<file path="src/design/crs_pkg.sv">
// Package for the clip rectangle stack: request/response structs, opcodes,
// error codes and coordinate constants. No dependencies.
`default_nettype none

package crs_pkg;

    localparam int COORD_WIDTH = 16;
    localparam int LIMIT_WIDTH = 15;
    localparam int OP_WIDTH    = 3;
    localparam int ERR_WIDTH   = 2;
    localparam int ENTRY_WIDTH = 4 * COORD_WIDTH;

    typedef logic signed [COORD_WIDTH-1:0] coord_t;
    typedef logic [LIMIT_WIDTH-1:0] limit_t;
    typedef logic [OP_WIDTH-1:0] opcode_t;
    typedef logic [ERR_WIDTH-1:0] err_t;

    localparam opcode_t OP_PUSH   = 3'd0;
    localparam opcode_t OP_POP    = 3'd1;
    localparam opcode_t OP_REOPEN = 3'd2;
    localparam opcode_t OP_LEFT   = 3'd3;
    localparam opcode_t OP_TOP    = 3'd4;
    localparam opcode_t OP_RIGHT  = 3'd5;
    localparam opcode_t OP_BOTTOM = 3'd6;
    localparam opcode_t OP_RECT   = 3'd7;

    localparam err_t ERR_OK         = 2'd0;
    localparam err_t ERR_OVERFLOW   = 2'd1;
    localparam err_t ERR_UNDERFLOW  = 2'd2;
    localparam err_t ERR_EMPTY_EDIT = 2'd3;

    localparam coord_t COORD_MIN = {1'b1, {(COORD_WIDTH-1){1'b0}}};
    localparam coord_t COORD_MAX = {1'b0, {(COORD_WIDTH-1){1'b1}}};

    localparam limit_t LIMIT_RESET = 15'h7FFF;

    // Config register index (byte address 4*i, index taken from paddr[2])
    localparam logic REG_CLIP_LIMIT = 1'b0;

    // Bound lanes inside one stack entry
    localparam int LANE_LEFT   = 0;
    localparam int LANE_TOP    = 1;
    localparam int LANE_RIGHT  = 2;
    localparam int LANE_BOTTOM = 3;

    typedef struct packed {
        opcode_t opcode;
        coord_t  distance;
        coord_t  origin_x;
        coord_t  origin_y;
        coord_t  extent_x;
        coord_t  extent_y;
    } req_t;

    typedef struct packed {
        coord_t     bound_left;
        coord_t     bound_top;
        coord_t     bound_right;
        coord_t     bound_bottom;
        logic [3:0] plane_enables;
        logic       stack_active;
        err_t       error_code;
    } rsp_t;

    typedef struct packed {
        logic load_req;
        logic exec_op;
        logic scan_read;
        logic out_load;
    } cmd_t;

    typedef struct packed {
        logic empty;
        logic scan_last;
        logic out_free;
    } sts_t;

endpackage

`default_nettype wire

</file>
<file path="src/design/clip_rectangle_stack.sv">
// Clip rectangle stack with running intersection of all levels.
// A request is registered, applied to the level memory, then all levels are scanned and the result
// is loaded into the output register. No new request is taken (req_stall high) until that load;
// the scan reads one level per cycle from the level memory.
// Reset: level count 0, clip_limit 32767, no response pending; level memory not cleared.
// Depends on crs_pkg, crs_ctrl, crs_datapath.
`default_nettype none

module clip_rectangle_stack #(
    parameter int STACK_DEPTH = 32
) (
    input  wire logic          clk,
    input  wire logic          rst_n,
    input  wire logic          req_valid,
    output logic               req_stall,
    input  wire crs_pkg::req_t req,
    output logic               rsp_valid,
    input  wire logic          rsp_stall,
    output crs_pkg::rsp_t      rsp,
    input  wire logic          psel,
    input  wire logic          penable,
    input  wire logic          pwrite,
    input  wire logic [2:0]    paddr,
    input  wire logic [31:0]   pwdata,
    output logic [31:0]        prdata,
    output logic               pready
);

    crs_pkg::limit_t clip_limit_reg;
    crs_pkg::cmd_t   cmd;
    crs_pkg::sts_t   sts;
    logic            limit_sel;

    assign pready    = 1'b1;
    assign limit_sel = (paddr[2] == crs_pkg::REG_CLIP_LIMIT);

    always_ff @(posedge clk or negedge rst_n)
    begin
        if (!rst_n)
        begin
            clip_limit_reg <= crs_pkg::LIMIT_RESET;
        end
        else if (psel && penable && pwrite && limit_sel)
        begin
            clip_limit_reg <= pwdata[crs_pkg::LIMIT_WIDTH-1:0];
        end
    end

    assign prdata = limit_sel ? {{(32-crs_pkg::LIMIT_WIDTH){1'b0}}, clip_limit_reg} : '0;

    crs_ctrl u_ctrl (
        .clk       (clk),
        .rst_n     (rst_n),
        .req_valid (req_valid),
        .req_stall (req_stall),
        .sts       (sts),
        .cmd       (cmd)
    );

    crs_datapath #(
        .STACK_DEPTH (STACK_DEPTH)
    ) u_datapath (
        .clk        (clk),
        .rst_n      (rst_n),
        .req        (req),
        .clip_limit (clip_limit_reg),
        .cmd        (cmd),
        .sts        (sts),
        .rsp_valid  (rsp_valid),
        .rsp_stall  (rsp_stall),
        .rsp        (rsp)
    );

endmodule

`default_nettype wire

</file>
<file path="src/design/crs_ctrl.sv">
// Sequencer for the clip rectangle stack: accepts a request, runs the
// update, the level scan and the output load. Uses crs_pkg.
`default_nettype none

module crs_ctrl (
    input  wire logic          clk,
    input  wire logic          rst_n,
    input  wire logic          req_valid,
    output logic               req_stall,
    input  wire crs_pkg::sts_t sts,
    output crs_pkg::cmd_t      cmd
);

    localparam logic [2:0] ST_IDLE   = 3'd0;
    localparam logic [2:0] ST_EXEC   = 3'd1;
    localparam logic [2:0] ST_SCAN   = 3'd2;
    localparam logic [2:0] ST_DRAIN  = 3'd3;
    localparam logic [2:0] ST_FINISH = 3'd4;

    logic [2:0] state_reg;
    logic [2:0] state_next;

    assign req_stall = (state_reg != ST_IDLE);

    always_comb
    begin
        state_next = state_reg;
        cmd        = '0;
        unique case (state_reg)
            ST_IDLE:
            begin
                if (req_valid)
                begin
                    cmd.load_req = 1'b1;
                    state_next   = ST_EXEC;
                end
            end
            ST_EXEC:
            begin
                cmd.exec_op = 1'b1;
                state_next  = ST_SCAN;
            end
            ST_SCAN:
            begin
                if (sts.empty)
                begin
                    state_next = ST_FINISH;
                end
                else
                begin
                    cmd.scan_read = 1'b1;
                    if (sts.scan_last)
                    begin
                        state_next = ST_DRAIN;
                    end
                end
            end
            ST_DRAIN:
            begin
                state_next = ST_FINISH;
            end
            ST_FINISH:
            begin
                if (sts.out_free)
                begin
                    cmd.out_load = 1'b1;
                    state_next   = ST_IDLE;
                end
            end
            default:
            begin
                state_next = ST_IDLE;
            end
        endcase
    end

    always_ff @(posedge clk or negedge rst_n)
    begin
        if (!rst_n)
        begin
            state_reg <= ST_IDLE;
        end
        else
        begin
            state_reg <= state_next;
        end
    end

endmodule

`default_nettype wire

</file>
<file path="src/design/crs_datapath.sv">
// Datapath for the clip rectangle stack: level memory, level count, bound
// update, min/max scan and the output register. Uses crs_pkg.
`default_nettype none

module crs_datapath #(
    parameter int STACK_DEPTH = 32
) (
    input  wire logic            clk,
    input  wire logic            rst_n,
    input  wire crs_pkg::req_t   req,
    input  wire crs_pkg::limit_t clip_limit,
    input  wire crs_pkg::cmd_t   cmd,
    output crs_pkg::sts_t        sts,
    output logic                 rsp_valid,
    input  wire logic            rsp_stall,
    output crs_pkg::rsp_t        rsp
);

    localparam int AW = (STACK_DEPTH > 1) ? $clog2(STACK_DEPTH) : 1;
    localparam int CW = $clog2(STACK_DEPTH + 1);
    localparam int W  = crs_pkg::COORD_WIDTH;

    logic [crs_pkg::ENTRY_WIDTH-1:0] mem [STACK_DEPTH];

    crs_pkg::req_t   req_reg;
    logic [CW-1:0]   count_reg;
    logic [CW-1:0]   count_next;
    crs_pkg::err_t   err_reg;
    crs_pkg::err_t   err_next;
    logic [CW-1:0]   scan_reg;
    logic            rd_valid_reg;
    logic [crs_pkg::ENTRY_WIDTH-1:0] rd_data_reg;
    crs_pkg::coord_t acc_reg [4];
    logic            rsp_valid_reg;
    logic            rsp_valid_next;
    crs_pkg::rsp_t   rsp_reg;
    crs_pkg::rsp_t   rsp_next;

    logic [3:0]      wr_mask;
    logic [AW-1:0]   wr_addr;
    crs_pkg::coord_t wr_val [4];
    logic [CW-1:0]   count_m1;
    logic            is_empty;
    logic            is_full;
    crs_pkg::coord_t open_lo;
    crs_pkg::coord_t open_hi;
    logic signed [W:0] sum_x;
    logic signed [W:0] sum_y;
    crs_pkg::coord_t sat_x;
    crs_pkg::coord_t sat_y;
    logic signed [W:0] lim_ext;

    assign count_m1 = count_reg - 1'b1;
    assign is_empty = (count_reg == '0);
    assign is_full  = (count_reg == CW'(STACK_DEPTH));

    assign open_hi = crs_pkg::coord_t'({1'b0, clip_limit});
    assign open_lo = -open_hi;

    assign sum_x = {req_reg.origin_x[W-1], req_reg.origin_x}
                 + {req_reg.extent_x[W-1], req_reg.extent_x};
    assign sum_y = {req_reg.origin_y[W-1], req_reg.origin_y}
                 + {req_reg.extent_y[W-1], req_reg.extent_y};
    assign sat_x = (sum_x[W] != sum_x[W-1])
                 ? (sum_x[W] ? crs_pkg::COORD_MIN : crs_pkg::COORD_MAX) : sum_x[W-1:0];
    assign sat_y = (sum_y[W] != sum_y[W-1])
                 ? (sum_y[W] ? crs_pkg::COORD_MIN : crs_pkg::COORD_MAX) : sum_y[W-1:0];

    // update of the level count, error code and top entry
    always_comb
    begin
        wr_mask    = 4'b0000;
        wr_addr    = count_m1[AW-1:0];
        count_next = count_reg;
        err_next   = err_reg;
        for (int k = 0; k < 4; k++)
        begin
            wr_val[k] = req_reg.distance;
        end
        if (cmd.exec_op)
        begin
            err_next = crs_pkg::ERR_OK;
            unique case (req_reg.opcode)
                crs_pkg::OP_PUSH:
                begin
                    if (is_full)
                    begin
                        err_next = crs_pkg::ERR_OVERFLOW;
                    end
                    else
                    begin
                        wr_mask    = 4'b1111;
                        wr_addr    = count_reg[AW-1:0];
                        count_next = count_reg + 1'b1;
                        wr_val[crs_pkg::LANE_LEFT]   = open_lo;
                        wr_val[crs_pkg::LANE_TOP]    = open_lo;
                        wr_val[crs_pkg::LANE_RIGHT]  = open_hi;
                        wr_val[crs_pkg::LANE_BOTTOM] = open_hi;
                    end
                end
                crs_pkg::OP_POP:
                begin
                    if (is_empty)
                    begin
                        err_next = crs_pkg::ERR_UNDERFLOW;
                    end
                    else
                    begin
                        count_next = count_m1;
                    end
                end
                default:
                begin
                    if (is_empty)
                    begin
                        err_next = crs_pkg::ERR_EMPTY_EDIT;
                    end
                    else
                    begin
                        case (req_reg.opcode)
                            crs_pkg::OP_REOPEN:
                            begin
                                wr_mask = 4'b1111;
                                wr_val[crs_pkg::LANE_LEFT]   = open_lo;
                                wr_val[crs_pkg::LANE_TOP]    = open_lo;
                                wr_val[crs_pkg::LANE_RIGHT]  = open_hi;
                                wr_val[crs_pkg::LANE_BOTTOM] = open_hi;
                            end
                            crs_pkg::OP_LEFT:   wr_mask = 4'b0001;
                            crs_pkg::OP_TOP:    wr_mask = 4'b0010;
                            crs_pkg::OP_RIGHT:  wr_mask = 4'b0100;
                            crs_pkg::OP_BOTTOM: wr_mask = 4'b1000;
                            default:
                            begin
                                wr_mask = 4'b1111;
                                wr_val[crs_pkg::LANE_LEFT]   = req_reg.origin_x;
                                wr_val[crs_pkg::LANE_TOP]    = req_reg.origin_y;
                                wr_val[crs_pkg::LANE_RIGHT]  = sat_x;
                                wr_val[crs_pkg::LANE_BOTTOM] = sat_y;
                            end
                        endcase
                    end
                end
            endcase
        end
    end

    always_ff @(posedge clk)
    begin
        for (int k = 0; k < 4; k++)
        begin
            if (wr_mask[k])
            begin
                mem[wr_addr][k*W +: W] <= wr_val[k];
            end
        end
        if (cmd.scan_read)
        begin
            rd_data_reg <= mem[scan_reg[AW-1:0]];
        end
    end

    assign sts.empty     = is_empty;
    assign sts.scan_last = (scan_reg == count_m1);
    assign sts.out_free  = !rsp_valid_reg || !rsp_stall;

    // output assembly
    assign lim_ext = {2'b00, clip_limit};

    always_comb
    begin
        rsp_next = '0;
        rsp_next.error_code = err_reg;
        if (!is_empty)
        begin
            rsp_next.stack_active = 1'b1;
            rsp_next.bound_left   = acc_reg[crs_pkg::LANE_LEFT];
            rsp_next.bound_top    = acc_reg[crs_pkg::LANE_TOP];
            rsp_next.bound_right  = acc_reg[crs_pkg::LANE_RIGHT];
            rsp_next.bound_bottom = acc_reg[crs_pkg::LANE_BOTTOM];
            rsp_next.plane_enables[0] =
                $signed({acc_reg[crs_pkg::LANE_LEFT][W-1], acc_reg[crs_pkg::LANE_LEFT]})
                > -lim_ext;
            rsp_next.plane_enables[1] =
                $signed({acc_reg[crs_pkg::LANE_TOP][W-1], acc_reg[crs_pkg::LANE_TOP]})
                > -lim_ext;
            rsp_next.plane_enables[2] =
                $signed({acc_reg[crs_pkg::LANE_RIGHT][W-1], acc_reg[crs_pkg::LANE_RIGHT]})
                < lim_ext;
            rsp_next.plane_enables[3] =
                $signed({acc_reg[crs_pkg::LANE_BOTTOM][W-1], acc_reg[crs_pkg::LANE_BOTTOM]})
                < lim_ext;
        end
    end

    assign rsp_valid_next = cmd.out_load ? 1'b1 : (rsp_valid_reg && rsp_stall);

    always_ff @(posedge clk or negedge rst_n)
    begin
        if (!rst_n)
        begin
            count_reg     <= '0;
            rd_valid_reg  <= 1'b0;
            rsp_valid_reg <= 1'b0;
        end
        else
        begin
            count_reg     <= count_next;
            rd_valid_reg  <= cmd.scan_read;
            rsp_valid_reg <= rsp_valid_next;
        end
    end

    always_ff @(posedge clk)
    begin
        err_reg <= err_next;
        if (cmd.load_req)
        begin
            req_reg <= req;
        end
        if (cmd.exec_op)
        begin
            scan_reg <= '0;
        end
        else if (cmd.scan_read)
        begin
            scan_reg <= scan_reg + 1'b1;
        end
        if (cmd.exec_op)
        begin
            acc_reg[crs_pkg::LANE_LEFT]   <= crs_pkg::COORD_MIN;
            acc_reg[crs_pkg::LANE_TOP]    <= crs_pkg::COORD_MIN;
            acc_reg[crs_pkg::LANE_RIGHT]  <= crs_pkg::COORD_MAX;
            acc_reg[crs_pkg::LANE_BOTTOM] <= crs_pkg::COORD_MAX;
        end
        else if (rd_valid_reg)
        begin
            for (int k = 0; k < 2; k++)
            begin
                if ($signed(rd_data_reg[k*W +: W]) > acc_reg[k])
                begin
                    acc_reg[k] <= rd_data_reg[k*W +: W];
                end
            end
            for (int k = 2; k < 4; k++)
            begin
                if ($signed(rd_data_reg[k*W +: W]) < acc_reg[k])
                begin
                    acc_reg[k] <= rd_data_reg[k*W +: W];
                end
            end
        end
        if (cmd.out_load)
        begin
            rsp_reg <= rsp_next;
        end
    end

    assign rsp_valid = rsp_valid_reg;
    assign rsp       = rsp_reg;

endmodule

`default_nettype wire

</file>
<file path="config.mk">
export PLATFORM = sky130hd
export DESIGN_NAME = clip_rectangle_stack
export DESIGN_NICKNAME = d
export VERILOG_FILES = /design/src/design/crs_pkg.sv /design/src/design/clip_rectangle_stack.sv /design/src/design/crs_ctrl.sv /design/src/design/crs_datapath.sv
export SDC_FILE = /design/constraint.sdc
export NUM_CORES = 2
export LEC_CHECK = 0
export ABC_AREA = 1
export ABC_CLOCK_PERIOD_IN_PS = 8390
export BUFFER_PORTS_ARGS = -buffer_cell sky130_fd_sc_hd__buf_2
export CORE_UTILIZATION = 25
export DETAILED_ROUTE_END_ITERATION = 8
export PLACE_DENSITY_LB_ADDON = 0.08
export SETUP_SLACK_MARGIN = 0.2
export SLEW_MARGIN = 20
export SYNTH_ARGS = -nofsm -noshare
export SYNTH_HDL_FRONTEND = slang
export SYNTH_HIERARCHICAL = 1
export SYNTH_SLANG_ARGS = --single-unit
</file>
<file path="constraint.sdc">
create_clock -name clk -period 8.39 [get_ports clk]
set_input_delay 1.2585 -clock clk [delete_from_list [all_inputs] [get_ports clk]]
set_output_delay 1.2585 -clock clk [all_outputs]
set_load 0.01 [all_outputs]
</file>
---- Word level (Yosys, flattened, before mapping) ----
Memory sizes are Yosys's and may differ from the RTL's. A register that Yosys moved wholly into a read port is not among the register bits.
Cells that the tools add are included.
storage, ports and cells
  bits in registers ....................... 188
  memory bits (writable) .................. 2112
  input port bits ......................... 125
  word-level logic and storage cells ...... 145
  memories kept ........................... 2
memory list
  memory              words  bits a word  read ports  clocked after memory_dff  write ports  RTL line            source
  u_datapath.mem      32     64           1           1                         1            crs_datapath.sv:23  logic [crs_pkg::ENTRY_WIDTH-1:0] mem [STACK_DEPTH];
  u_datapath.acc_reg  4      16           4           0                         4            crs_datapath.sv:33  crs_pkg::coord_t acc_reg [4];
operators by class
  add/subtract/negate cells ............... 7
  $lt $le $gt $ge ......................... 8
  equal/unequal tests ..................... 19
  mux-type cells .......................... 69
  bitwise operators ....................... 5
  reductions and logical operators ........ 15
operators with widths
  operator               number
  $pmux W64 S2           2
  $mux W64               3
  $mux W16               8
  $lt A16 B16 Y1         4
  $mux W1                36
  $add A16 B16 Y17       2
  $gt A16 B17 Y1         2
  $gt A16 B16 Y1         2
  $neg A15 Y17           1
  $neg A15 Y16           1
  $pmux W4 S4            1
  $mux W15               1
  $mux W5                3
  $pmux W3 S5            1
  $add A6 B1 Y6 const B  2
  $eq A3 B2 Y1 const B   4
  $eq A3 B3 Y1 const B   4
  $mux W3                4
  $mux W4                3
  $mux W6                2
  $pmux W6 S2            1
  $ne A2 B2 Y1 const B   4
  $pmux W4 S2            1
  $eq A3 B1 Y1 const B   2
  other kinds (19)       29

---- Logic depth before layout (Yosys ltp) ----
  depth after elaboration ................. 7
  mapped depth ............................ 23
  mapped depth without buffers ............ 22

---- By module ----
Netlist, hierarchy kept.
by module, submodules not included
  module                times used  cells each  area an instance (µm²)  sequential area each (µm²)
  crs_datapath          1           8085        98261.7                 70347.5
  clip_rectangle_stack  1           120         923.4                   394.1
  crs_ctrl              1           26          181.4                   75.1

---- Least setup slack after synthesis ----
OpenSTA, ideal clock, no wires.
  path type ............................... input-to-reg
  start ................................... input rsp_stall
  end ..................................... register u_datapath.rsp_reg (netlist bit u_datapath/rsp[0]) (enable)
  arrival time ............................ 8130 ps
  required time ........................... 7712 ps
  path slack .............................. -418 ps
  stages on the path ...................... 3
  path buffers ............................ 0
  path through ............................ nand2_1 -> inv_1 -> nor4_1
RTL lines
  element               RTL line                    source
  from (decl)           clip_rectangle_stack.sv:18  input wire logic rsp_stall,
  to (signal assigned)  crs_datapath.sv:255         rsp_reg <= rsp_next;
  to (decl)             crs_datapath.sv:36          crs_pkg::rsp_t rsp_reg;

==> out/results.tsv <==
stage	metric	value	unit
synthesis	share of synthesized registers carrying an async set or reset	0.0110	
route	Final ANT Viol Nets	0	
route	routed wire length	367000	µm
grt	vias in the first global route	64389	
cells_and_area	commonest non-fill, non-tap cell in the layout	edfxtp_1	
clocking	Clk Latency, worst-skew pair	890	ps
clocking	Post-CTS Setup Inserts	0	
route	Avg Vias per Cell	4.77	
critical_path	Max FO, Critical Path	37	
grt	Total GRT Usage	0.179	
clocking	Bufs on Longest Clock Path	4	
cells_and_area	Final Net Count	8681	
die	IO Pins	231	
die	Die Ht	632	µm
sta	RSZ-0062 raised after global routing	false	
critical_path	Reg2Reg Launch Point	u_ctrl/state_reg[1]	
cells_and_area	commonest cells after routing, fill and taps aside	2332 x edfxtp_1, 1209 x nor2_1, 1099 x o21ai_0, 943 x nand2_1, 409 x inv_1	
route	Initial DRC Count	5228	
route	drc violations	0	
synthesis	ys flop type	edfxtp_1	
cells_and_area	final std cell area, no fill	116000	µm²
grt	antenna violations before repair	38	
placement	RePlAce Congestion	0.831	
cells_and_area	max FFs per register	2048	
grt	first-pass GRT wire length	510000	µm
grt	pin count of the biggest net entering global routing	166	
sta	Tmin final	5450	ps
sta	final setup violating endpoints	0	
critical_path	R2R depth	11	
run	Max-Cap Viols	0	
power	Leakage	39.3	nW
critical_path	Critical Path RT	8860	ps
hold_path	min-delay worst type	in -> async	
placement	dpl cell area	107000	µm²
critical_path	Setup crit start kind	flop	
sta	Worst Skew	47.5	ps
synthesis	Cell variety after synth	56	
synthesis	Area contributors post-synth	edfxtp_1 70%, o21ai_0 5.6%, nor2_1 5.1%, nand2_1 3.6%, o22ai_1 2.1%	
grt	gr ovfl total	0	
synthesis	share of the synthesized area in the top cell type	0.705	
synthesis	Synthesis Warnings	6	
critical_path	worst path arrival time	5920	ps
critical_path	R2R Setup Slk	2940	ps
clocking	CTS Hold Buffers Added	0	
sta	part of the cycle the worst path needs	0.650	
sta	Least-Margin Pin Slew	1200	ps
clocking	Clock Root Buffer	clkbuf_16	
placement	DP HPWL	227000	µm
route	DR WL/cell	26.5	µm
clocking	post_cts resized	0	
critical_path	worst r2r dst	u_datapath/mem[17][35]	
clocking	H-tree levels	5	
critical_path	endpoint class of the critical path	flop	
clocking	CTS tree	yes	
clocking	Clock Sinks	2364	
clocking	clock-pin slew on the worst setup and hold paths	60	ps
die	DIE AREA	400000	µm²
power	maximum vdd drop	0.000214	V
sta	Fin Setup TNS	0	ps
sta	Final Slew Violations	0	
synthesis	Avg Inst Size Synth	12.1	µm²
synthesis	Post-Syn Area	99400	µm²
route	drt first pass iters	8	
sta	maximum clock frequency	183	MHz
synthesis	Syn Inst Count	8231	
synthesis	Synth area leader	edfxtp_1	
power	pwr dens	367	nW/µm²
cells_and_area	Syn-to-layout area delta	16.8	%
clocking	total CTS buffers	282	
die	die span in x	632	µm
route	via count	66150	
critical_path	CP Class	reg -> reg	
run_status	status	finished, final reports clean	
die	Rows	231	
die	Core ar.	396000	µm²
placement	Port Buffers	193	
cells_and_area	layout cells sized above 1	0.120	
sta	Final Hold Fails	0	
synthesis	sequential share of the synthesized area	0.713	
synthesis	Post-synth EDFFs	2332	
die	effective utilization at floorplan	0.251	
synthesis	Seq cells post-synth	2364	
sta	Rel. slew slack	0.195	
where the power goes:
part / internal, mW / switching (mW)
sequential: 16.0 / 0.610
combinational: 3.00 / 11.1
clock: 6.93 / 5.00
worst max-delay path: stages (launching register included):
cell     delay, ps
dfrtp_1        440
inv_2          100
nand2_1         90
nor2_4          90
buf_4          430
inv_2          380
buf_4          410
nor2_4         260
nand2_4        160
o22ai_2        530
nand3_1        920
nor2_2        1170
area by class of cell:
class | instances | area [µm²]
Tap cell | 5242 | 6560
Multi-Input combinational cell | 4929 | 25600
Inverter | 432 | 1660
Clock inverter | 138 | 1210
Clock buffer | 365 | 7630
Sequential cell | 2364 | 70800
Fill cell | 40313 | 280000
Timing Repair Buffer | 385 | 2560
Antenna cell | 15 | 37.5
how the worst max path moves through the flow:
stage,from,endpoint,slack (ps)
after global routing,u_ctrl/state_reg[1],u_datapath/mem[17][35],2670
after CTS,u_ctrl/state_reg[1],u_datapath/mem[19][47],2910
after detailed placement,u_ctrl/state_reg[1],u_datapath/mem[19][46],2970
final,u_ctrl/state_reg[1],u_datapath/mem[17][35],2940
after global placement,u_ctrl/state_reg[1],u_datapath/mem[17][10],3060
after floorplan,rsp_stall,u_datapath/rsp[0],2610
metal layers:
metal | global-route usage | part of all wire | vias up
li1 | - | - | 30274
met2 | 0.291 | 0.47 | 1557
met1 | 0.251 | 0.47 | 33891
met3 | 0.0227 | 0.045 | 424
met4 | 0.0419 | 0.024 | 4
met5 | 0 | 0.000084 | -
stage by stage:
stage	cells	worst slack (ps)	power, mW	hold WS, ps	utilization
after floorplan	8247	2610	24.0	400	-
after CTS	13855	2910	43.3	396	0.293
after detailed placement	13352	2970	31.2	488	0.271
after global placement	13350	3060	31.1	498	0.270
final	13870	2940	42.6	454	0.293
after global routing	13856	2670	44.8	452	0.293
synthesized netlist by cell type, types with 35 or more instances:
master    number
a21oi_1      222
a31oi_1       85
buf_2         73
clkbuf_1     398
edfxtp_1    2332
ha_1         160
inv_1        415
nand2_1      959
nand3_1      231
nand3b_1      35
nor2_1      1344
nor3_1        42
o211ai_1      35
o21ai_0     1113
o221ai_1     190
o22ai_1      334
cell families after synthesis:
family                   count (synthesis)  share of synthesized area
other                                    2                  0.0000756
adder cells (fa/ha/maj)                162                     0.0205
buffers and inverters                  954                     0.0380
AND/OR/NAND/NOR                       2686                      0.109
flip-flops                            2364                      0.713
AO/OA/AOI/OAI                         2041                      0.118
XOR/XNOR                                22                    0.00213
Power figures use the tool's default switching activity.
